[config.mk]
export PLATFORM = sky130hd
export DESIGN_NAME = rsci_ctrl
export DESIGN_NICKNAME = d
export VERILOG_FILES = /design/src/hw/rtl/rsci_pkg.sv /design/src/hw/rtl/rsci_ctrl.sv
export SDC_FILE = /design/constraint.sdc
export NUM_CORES = 1
export LEC_CHECK = 0
export BUFFER_PORTS_ARGS = -buffer_cell sky130_fd_sc_hd__buf_2
export CAP_MARGIN = 0
export CORE_MARGIN = 4
export CORE_UTILIZATION = 55
export DETAILED_ROUTE_END_ITERATION = 12
export GPL_ROUTABILITY_DRIVEN = 0
export GPL_TIMING_DRIVEN = 0
export PLACE_DENSITY = 0.82
export SLEW_MARGIN = 15
export SYNTH_ARGS = -nofsm -noshare
export SYNTH_HDL_FRONTEND = slang
export SYNTH_SLANG_ARGS = --single-unit
[constraint.sdc]
create_clock -name clock -period 8.9 [get_ports clock]
set_input_delay 0.89 -clock clock [delete_from_list [all_inputs] [get_ports clock]]
set_output_delay 0.89 -clock clock [all_outputs]
set_load 0.05 [all_outputs]
[src/hw/rtl/rsci_pkg.sv]
package rsci_pkg;

   localparam int MAX_TOTAL_DEF = 32;
   localparam int COUNT_W = 30;
   localparam int CUM_W = 32;
   localparam int GOAL_W = 46;

   // side codes
   localparam logic [1:0] SIDE_TWO      = 2'd0;
   localparam logic [1:0] SIDE_LOW_OPEN = 2'd1;
   localparam logic [1:0] SIDE_UP_OPEN  = 2'd2;

   // histogram write select
   localparam logic [1:0] WR_ZERO = 2'd0;
   localparam logic [1:0] WR_ONE  = 2'd1;
   localparam logic [1:0] WR_ADD  = 2'd2;
   localparam logic [1:0] WR_SUB  = 2'd3;

   typedef struct packed {
      logic [4:0]  x_count;
      logic [4:0]  y_count;
      logic [15:0] alpha_q16;
      logic [1:0]  side;
   } req_type;

   typedef struct packed {
      logic [9:0] lower_bound;
      logic [9:0] upper_bound;
      logic       lower_open;
      logic       upper_open;
      logic [9:0] expected_sum_x2;
      logic       size_error;
   } rsp_type;

   typedef struct packed {
      logic       load_query;
      logic       clr_acc;
      logic       acc_total;
      logic       acc_tail;
      logic       calc_goal;
      logic       load_result;
      logic       wr_en;
      logic [1:0] wr_sel;
   } cmd_type;

   typedef struct packed {
      logic       size_bad;
      logic       tail_more;
      logic       rsp_free;
      logic [4:0] x_count;
      logic [4:0] y_count;
   } status_type;

endpackage

[src/hw/rtl/rsci_ctrl.sv]
module rsci_ctrl #(
   parameter int MAX_TOTAL = rsci_pkg::MAX_TOTAL_DEF,
   localparam int HIST_DEPTH = (MAX_TOTAL * MAX_TOTAL) / 4 + 1,
   localparam int ADDR_W = $clog2(HIST_DEPTH)
) (
   input  logic                 clock,
   input  logic                 reset,
   input  logic                 req_valid,
   output logic                 req_stall,
   input  rsci_pkg::status_type status,
   input  logic [ADDR_W-1:0]    span,
   output rsci_pkg::cmd_type    cmd,
   output logic [ADDR_W-1:0]    rd_addr_a,
   output logic [ADDR_W-1:0]    rd_addr_b,
   output logic [ADDR_W-1:0]    wr_addr,
   output logic [ADDR_W:0]      steps
);
   import rsci_pkg::*;

   localparam logic [3:0] ST_IDLE     = 4'd0;
   localparam logic [3:0] ST_SIZE     = 4'd1;
   localparam logic [3:0] ST_INIT     = 4'd2;
   localparam logic [3:0] ST_DIV_RD   = 4'd3;
   localparam logic [3:0] ST_DIV_WR   = 4'd4;
   localparam logic [3:0] ST_MUL_RD   = 4'd5;
   localparam logic [3:0] ST_MUL_WR   = 4'd6;
   localparam logic [3:0] ST_NEXT     = 4'd7;
   localparam logic [3:0] ST_SUM_RD   = 4'd8;
   localparam logic [3:0] ST_SUM_ACC  = 4'd9;
   localparam logic [3:0] ST_GOAL     = 4'd10;
   localparam logic [3:0] ST_TAIL_CHK = 4'd11;
   localparam logic [3:0] ST_TAIL_ADD = 4'd12;
   localparam logic [3:0] ST_DONE     = 4'd13;

   logic [3:0]        state_ff, state_in;
   logic [ADDR_W-1:0] t_ff, t_in;
   logic [4:0]        i_ff, i_in;
   logic [ADDR_W:0]   steps_ff, steps_in;
   logic [5:0]        nsum;
   logic              mul_skip;
   logic              t_at_span;

   // multiply pass shifts by n+i
   assign nsum      = 6'(status.y_count) + 6'(i_ff);
   assign mul_skip  = 10'(nsum) > 10'(span);
   assign t_at_span = (t_ff == span);

   always_comb begin
      state_in  = state_ff;
      t_in      = t_ff;
      i_in      = i_ff;
      steps_in  = steps_ff;
      cmd       = '0;
      req_stall = 1'b1;
      wr_addr   = t_ff;
      rd_addr_a = t_ff;
      rd_addr_b = t_ff - ADDR_W'(i_ff);
      unique case (state_ff)
         ST_IDLE: begin
            req_stall = 1'b0;
            if (req_valid) begin
               cmd.load_query = 1'b1;
               state_in       = ST_SIZE;
            end
         end
         ST_SIZE: begin
            cmd.clr_acc = 1'b1;
            t_in        = '0;
            state_in    = status.size_bad ? ST_DONE : ST_INIT;
         end
         ST_INIT: begin
            cmd.wr_en  = 1'b1;
            cmd.wr_sel = (t_ff == '0) ? WR_ONE : WR_ZERO;
            if (t_at_span) begin
               i_in     = 5'd1;
               t_in     = ADDR_W'(1);
               state_in = ST_DIV_RD;
            end else begin
               t_in = t_ff + ADDR_W'(1);
            end
         end
         ST_DIV_RD: begin
            state_in = ST_DIV_WR;
         end
         ST_DIV_WR: begin
            cmd.wr_en  = 1'b1;
            cmd.wr_sel = WR_ADD;
            if (t_at_span) begin
               if (mul_skip) begin
                  state_in = ST_NEXT;
               end else begin
                  t_in     = span;
                  state_in = ST_MUL_RD;
               end
            end else begin
               t_in     = t_ff + ADDR_W'(1);
               state_in = ST_DIV_RD;
            end
         end
         ST_MUL_RD: begin
            rd_addr_b = t_ff - ADDR_W'(nsum);
            state_in  = ST_MUL_WR;
         end
         ST_MUL_WR: begin
            cmd.wr_en  = 1'b1;
            cmd.wr_sel = WR_SUB;
            if (10'(t_ff) == 10'(nsum)) begin
               state_in = ST_NEXT;
            end else begin
               t_in     = t_ff - ADDR_W'(1);
               state_in = ST_MUL_RD;
            end
         end
         ST_NEXT: begin
            if (i_ff == status.x_count) begin
               t_in     = '0;
               state_in = ST_SUM_RD;
            end else begin
               i_in     = i_ff + 5'd1;
               t_in     = ADDR_W'(i_ff) + ADDR_W'(1);
               state_in = ST_DIV_RD;
            end
         end
         ST_SUM_RD: begin
            state_in = ST_SUM_ACC;
         end
         ST_SUM_ACC: begin
            cmd.acc_total = 1'b1;
            if (t_at_span) begin
               state_in = ST_GOAL;
            end else begin
               t_in     = t_ff + ADDR_W'(1);
               state_in = ST_SUM_RD;
            end
         end
         ST_GOAL: begin
            cmd.calc_goal = 1'b1;
            steps_in      = '0;
            state_in      = ST_TAIL_CHK;
         end
         ST_TAIL_CHK: begin
            rd_addr_a = steps_ff[ADDR_W-1:0];
            rd_addr_b = span - steps_ff[ADDR_W-1:0];
            if ((steps_ff <= {1'b0, span}) && status.tail_more) begin
               state_in = ST_TAIL_ADD;
            end else begin
               state_in = ST_DONE;
            end
         end
         ST_TAIL_ADD: begin
            cmd.acc_tail = 1'b1;
            steps_in     = steps_ff + (ADDR_W + 1)'(1);
            state_in     = ST_TAIL_CHK;
         end
         ST_DONE: begin
            if (status.rsp_free) begin
               cmd.load_result = 1'b1;
               state_in        = ST_IDLE;
            end
         end
         default: begin
            state_in = ST_IDLE;
         end
      endcase
   end

   always_ff @(posedge clock) begin
      if (reset) begin
         state_ff <= ST_IDLE;
      end else begin
         state_ff <= state_in;
      end
   end

   always_ff @(posedge clock) begin
      t_ff     <= t_in;
      i_ff     <= i_in;
      steps_ff <= steps_in;
   end

   assign steps = steps_ff;

   a_wr_range: assert property (@(posedge clock) disable iff (reset)
      cmd.wr_en |-> (wr_addr <= span))
      else $error("histogram write past span");

   a_steps_range: assert property (@(posedge clock) disable iff (reset)
      (state_ff == ST_TAIL_CHK || state_ff == ST_TAIL_ADD) |->
      (steps_ff <= ({1'b0, span} + (ADDR_W + 1)'(1))))
      else $error("tail steps past span");

   a_tail_order: assert property (@(posedge clock) disable iff (reset)
      (state_ff == ST_TAIL_ADD) |-> ($past(state_ff) == ST_TAIL_CHK))
      else $error("tail add without check");

endmodule

==> impl_metrics.json, run 1 <==
{
  "overflow": 0,
  "gr-usage-all-layers_pct": 27.03,
  "final_cells": 640,
  "hold_violations": 0,
  "synth.top_cells.by_count": "nor2_1, inv_1, ha_1, nand2_1, o21ai_0",
  "grt_pass1_vias": 3879,
  "skew_ns": 0.004784,
  "antenna_found_initial": 0,
  "tightest_slew_ns": 0.8418,
  "cts_tree": "built",
  "first_pass_iters": 5,
  "cts_resized": 0,
  "cts_htree_levels": 1,
  "rr_worst_depth": 13,
  "async_flop_share_pct": 0,
  "cts_buffer_depth": 2,
  "clk_latency_ns": 0.27,
  "end_kind": "output pin",
  "dieArea_um2": 8303,
  "synthesis.nets": 558,
  "fin_crit_sh_pct": 53.90,
  "start_util_pct": 56.24,
  "post_cts_buffers": 0,
  "powerDensity_nw_per_um2": 355.2,
  "ys_top_cells_by_area": "edfxtp_1, ha_1, xnor2_1, o21ai_0, xor2_1",
  "coreArea_um2": 6756,
  "rr_endpoint": "wr_addr[6]",
  "antenna_left": 0,
  "tns_ns": 0,
  "grt_max_degree": 17,
  "synth_ff_type": "edfxtp_1",
  "required_ns": 8.01,
  "root_buffer": "clkbuf_8",
  "drc_errors": 0,
  "yosysTopAreaCell": "edfxtp_1",
  "place_inst": 636,
  "area_growth_pct": 13.86,
  "syn_inst": 485,
  "startpoint_type": "input pin",
  "nets": 634,
  "ys_types": 56,
  "netlist_area_um2": 3800,
  "via_per_inst": 6.277,
  "drtIter0Drc": 334,
  "hold_buffers": 0,
  "worst-setup-path-type": "input pin to output pin",
  "synth.top_cell.area_share_pct": 18.97,
  "leakage_nw": 1.943,
  "ir_worst_vdd_uv": 295.7,
  "hold_end": "i_ff[0]",
  "ys_ff_latch": 28,
  "layout-drive-gt1-share_pct": 16.07,
  "cts_sinks": 28,
  "ys.warnings.count": 0,
  "hold_slack_ns": 0.7510,
  "synth_edf_count": 24,
  "period_needed_ns": 4.797,
  "crit_fanout": 5,
  "antenna_cells": 0,
  "status": "finished, final reports clean",
  "port_buffers": 71,
  "finalWirelength_mm": 11.38,
  "grt_pass1_wl_mm": 18.24,
  "wire_per_inst_um": 17.78,
  "hp-class": "flop to flop",
  "report.final.slew_viol_count": 0,
  "die_w_um": 91.12,
  "r2r_start": "i_ff[0]",
  "fmax_ghz": 0.2085,
  "cts_made_buffers": 3,
  "ff2ff_setup_slack_ns": 5.44,
  "rsz0062_at_grt": "false",
  "utilization_pct": 64.04,
  "p_total_mw": 1.537,
  "syn-mean-instance-area_um2": 7.835,
  "min_path_cells": 1,
  "routed-via-count": 4017,
  "fp-row-count": 30,
  "crit_arrival_ns": 3.91,
  "setup_violations": 0,
  "slew_headroom_pct": 43.45,
  "io_pins": 72,
  "hp-start": "i_ff[0]",
  "dp_hpwl_mm": 9.194,
  "die-height_um": 91.12,
  "clk_pin_slew_worst_paths_ns": 0.09,
  "max_cap_violations": 0,
  "synth-seq-area-share_pct": 21.07,
  "yosysMostFrequentCell": "nor2_1"
}
[logic make-up after synthesis]
logic type               share of synthesized area, %
AO/OA/AOI/OAI                                   21.40
XOR/XNOR                                        12.22
adder cells (fa/ha/maj)                         16.60
buffers and inverters                           7.014
flip-flops                                      21.07
multiplexers                                   0.2634
AND/OR/NAND/NOR                                 21.44
[state kept, by name, summed over array words and instances (netlist names)]
name / cells
state_ff: 4
wr_addr: 9
steps: 10
i_ff: 5
[per-stage QoR]
step	worst slack, ns	cell area (µm²)
3_3_place_gp	4.244	4255
2_1_floorplan	3.852	3800
4_1_cts	4.111	4327
5_1_grt	3.859	4327
3_5_place_dp	4.116	4255
6_report	4.103	4327
[metal layers]
metal	GRT usage, %	up-vias	share of wire (%)
li1	-	1866	-
met1	32.87	1880	39
met2	46.35	217	48
met3	4.474	54	8.3
met4	12.69	0	4.5
met5	0	-	0
[worst max path at each step]
| stage | endpoint | cells after the start | start | slack (ns) |
|---|---|---|---|---|
| after floorplan | rd_addr_b[8] | 15 | status[0] | 3.85 |
| after global placement | rd_addr_b[8] | 17 | status[0] | 4.24 |
| after detailed placement | rd_addr_b[8] | 17 | status[0] | 4.12 |
| after CTS | rd_addr_b[8] | 17 | status[0] | 4.11 |
| after global routing | rd_addr_b[8] | 17 | status[0] | 3.86 |
| final | rd_addr_b[8] | 17 | status[0] | 4.10 |
[worst max-delay path, stage by stage]
cell and delay (ns):
buf_2 0.08, ha_1 0.15, inv_1 0.05, fa_1 0.40, inv_1 0.07, a21oi_1 0.06, o21bai_1 0.16, xor2_1 0.24
inv_1 0.09, ha_1 0.34, o21ai_0 0.09, a21oi_1 0.07, o21ai_0 0.23, a21oi_1 0.14, o31a_1 0.26, o32ai_1 0.25
buf_2 0.32
[cell type report]
class                      count  area, µm²
clock inverter                 1      30.03
clock buffer                   3      41.29
sequential                    28      800.8
inverter                      45      168.9
fill                         598       2430
buffer                        20      97.59
timing repair buffer          71      355.3
tap                           80      100.1
multi-input combinational    392       2733
[report_power, final]
part | internal [mW] | switching, mW
Clock | 0.0602 | 0.0391
Combinational | 0.349 | 0.857
Sequential | 0.191 | 0.0407
[layout by cell type, fill, tap and decap left out, drive strengths merged, types with 6 or more instances in the layout]
master and n:
nor2b 9, xor2 21, nor3 18, o21ai 45, nor2 48, nand4 6
a22oi 6, nand2 41, a21oi 22, xnor2 32, nand2b 12, clkbuf 10
inv 45, nand3 16, ha 44, edfxtp 24, buf 84
Power figures use the tool's default switching activity.
==> run 2: changes to the inputs <==
--- a/config.mk
+++ b/config.mk
@@ -8,7 +8,7 @@
 export BUFFER_PORTS_ARGS = -buffer_cell sky130_fd_sc_hd__buf_2
 export CAP_MARGIN = 0
 export CORE_MARGIN = 4
-export CORE_UTILIZATION = 55
+export CORE_UTILIZATION = 52
 export DETAILED_ROUTE_END_ITERATION = 12
 export GPL_ROUTABILITY_DRIVEN = 0
 export GPL_TIMING_DRIVEN = 0
==> constraint.sdc (replaced) <==
create_clock -name clock -period 4.09 [get_ports clock]
set_input_delay 0.409 -clock clock [delete_from_list [all_inputs] [get_ports clock]]
set_output_delay 0.409 -clock clock [all_outputs]
set_load 0.05 [all_outputs]
==> run 2 against run 1 <==
  * Wire length increased by 3.4%
  * Critical path depth decreased by 1
  * Highest routed layer unchanged
  * Largest power group unchanged
  * Largest cell class unchanged
  * Global-route usage decreased by 0.97 points
  * Clock skew increased by 0.0019 ns
  * Critical path type is now flop to output pin
  * Register-to-register slack got worse by 4.6 ns
  * Utilization decreased by 0.90 points
  * Via count about the same
==> impl_metrics.json, run 2 (same netlist as run 1, synthesis figures left out) <==
{
  "die-height_um": 93.49,
  "tightest_slew_ns": 0.8539,
  "finalWirelength_mm": 11.77,
  "grt_pass1_vias": 3903,
  "hp-start": "reset",
  "r2r_start": "i_ff[0]",
  "clk_latency_ns": 0.28,
  "switching_power_mw": 2.054,
  "fillCellCount": 595,
  "swShare_pct": 60.99,
  "root_buffer": "clkbuf_8",
  "seq_area_um2": 800.8,
  "tns_ns": 0,
  "end_kind": "output pin",
  "overflow": 0,
  "use_met1_pct": 31.69,
  "slew_headroom_pct": 42.64,
  "startpoint_type": "flop",
  "port_buffers": 71,
  "leakage_nw": 1.966,
  "p_clk_share_pct": 6.5,
  "met3_usage_pct": 2.574,
  "cp-startpoint": "i_ff[0]",
  "first_pass_iters": 5,
  "period_needed_ns": 3.984,
  "via_per_inst": 6.080,
  "cts_buffer_depth": 2,
  "use_met2_pct": 47.41,
  "ir_worst_vdd_uv": 454.2,
  "place_area_um2": 4283,
  "dp_hpwl_mm": 9.326,
  "drc_errors": 0,
  "gr-usage-all-layers_pct": 26.06,
  "antenna_left": 0,
  "place_inst": 652,
  "clk_pin_slew_worst_paths_ns": 0.10,
  "final_common_cell": "buf_2",
  "final_cell_mix": "buf_2, nor2_1, inv_1, ha_1, nand2_1",
  "fin_crit_sh_pct": 97.40,
  "seq_power_share_pct": 15.0,
  "hold_violations": 0,
  "crit_fanout": 5,
  "crit_arrival_ns": 3.57,
  "grt_max_degree": 17,
  "die_w_um": 93.49,
  "layout-drive-gt1-share_pct": 16.84,
  "status": "finished, final reports clean",
  "dieArea_um2": 8739,
  "skew_ns": 0.006656,
  "final_cells": 660,
  "antenna_cells": 0,
  "hp-class": "input pin to flop",
  "cts_htree_levels": 1,
  "wire_per_inst_um": 17.83,
  "cts_tree": "built",
  "max_cap_violations": 0,
  "io_pins": 72,
  "design_area_um2": 4384,
  "report.final.slew_viol_count": 0,
  "cts_made_buffers": 3,
  "coreArea_um2": 6944,
  "routed-via-count": 4013,
  "powerDensity_nw_per_um2": 768.0,
  "grt_pass1_wl_mm": 18.14,
  "combPwrFrac_pct": 78.5,
  "fmax_ghz": 0.2510,
  "internal-power_mw": 1.314,
  "top_usage_layer": "met2",
  "multi_input_area_um2": 2740,
  "worst-setup-path-type": "flop to output pin",
  "start_util_pct": 54.72,
  "antenna_found_initial": 0,
  "drtIter0Drc": 319,
  "nets": 638,
  "area_growth_pct": 15.38,
  "cts_resized": 0,
  "largest_reg_flops": 10,
  "fp-row-count": 30,
  "cts_sinks": 28,
  "required_ns": 3.68,
  "setup_violations": 0
}
==> run 2: path summary, 6_finish.rpt <==
| path | slack, ns | depth (start not counted) | endpoint |
|---|---|---|---|
| setup / recovery | 0.11 | 16 | rd_addr_b[8] |
| hold reg to reg | 0.75 | 2 | steps[9] |
| setup reg to reg | 0.84 | 13 | wr_addr[4] |
| hold / removal | 0.35 | 2 | state_ff[1] |
==> run 2: power by group through the flow <==
stage               clock, mW  sequential [mW]  combinational [mW]
floorplan                   0            0.667                1.85
global placement            0            0.507                2.54
detailed placement          0            0.509                2.59
CTS                     0.221            0.502                2.60
global route            0.229            0.513                2.82
finish                  0.220            0.504                2.64
==> run 2: worst max-delay path, stage by stage (launching register included) <==
cell and delay, ns:
edfxtp_1 0.40, ha_1 0.18, inv_1 0.05, fa_1 0.39, inv_1 0.07, a21oi_1 0.06, o21bai_1 0.15, xor2_1 0.23
inv_1 0.08, ha_1 0.33, o21ai_0 0.11, a21oi_1 0.08, o21ai_0 0.23, a21oi_1 0.14, o31a_1 0.27, o32ai_2 0.19
buf_2 0.30
==> run 2: repair_timing <==
item	in CTS	in global routing
pin swaps	0	0
endpoints found under the setup margin	1	1
setup buffers	1	3
hold buffers	0	0
==> run 2: cell type report <==
type / count / area share, %
clock inverter: 1 / 0.6849
multi-input combinational: 392 / 62.50
sequential: 28 / 18.26
timing repair buffer: 75 / 8.790
clock buffer: 3 / 0.9418
inverter: 45 / 3.853
tap: 96 / 2.740
buffer: 20 / 2.226
==> run 2: layer usage <==
layer / up-vias / routed length (µm)
li1: 1875 / -
met1: 1863 / 4660
met2: 236 / 5759
met3: 39 / 1037
met4: 0 / 309
met5: - / 0
==> run 2: metrics by stage <==
stage	hold WS [ns]	util (%)	setup slack, ns	total power, mW
6_report	0.3492	63.14	0.1063	3.367
5_1_grt	0.3558	63.14	-0.01706	3.558
4_1_cts	0.3431	62.81	0.1324	3.328
3_5_place_dp	0.6527	61.68	0.2912	3.100
3_3_place_gp	0.6492	61.68	0.3410	3.048
2_1_floorplan	0.4814	-	0.3805	2.519
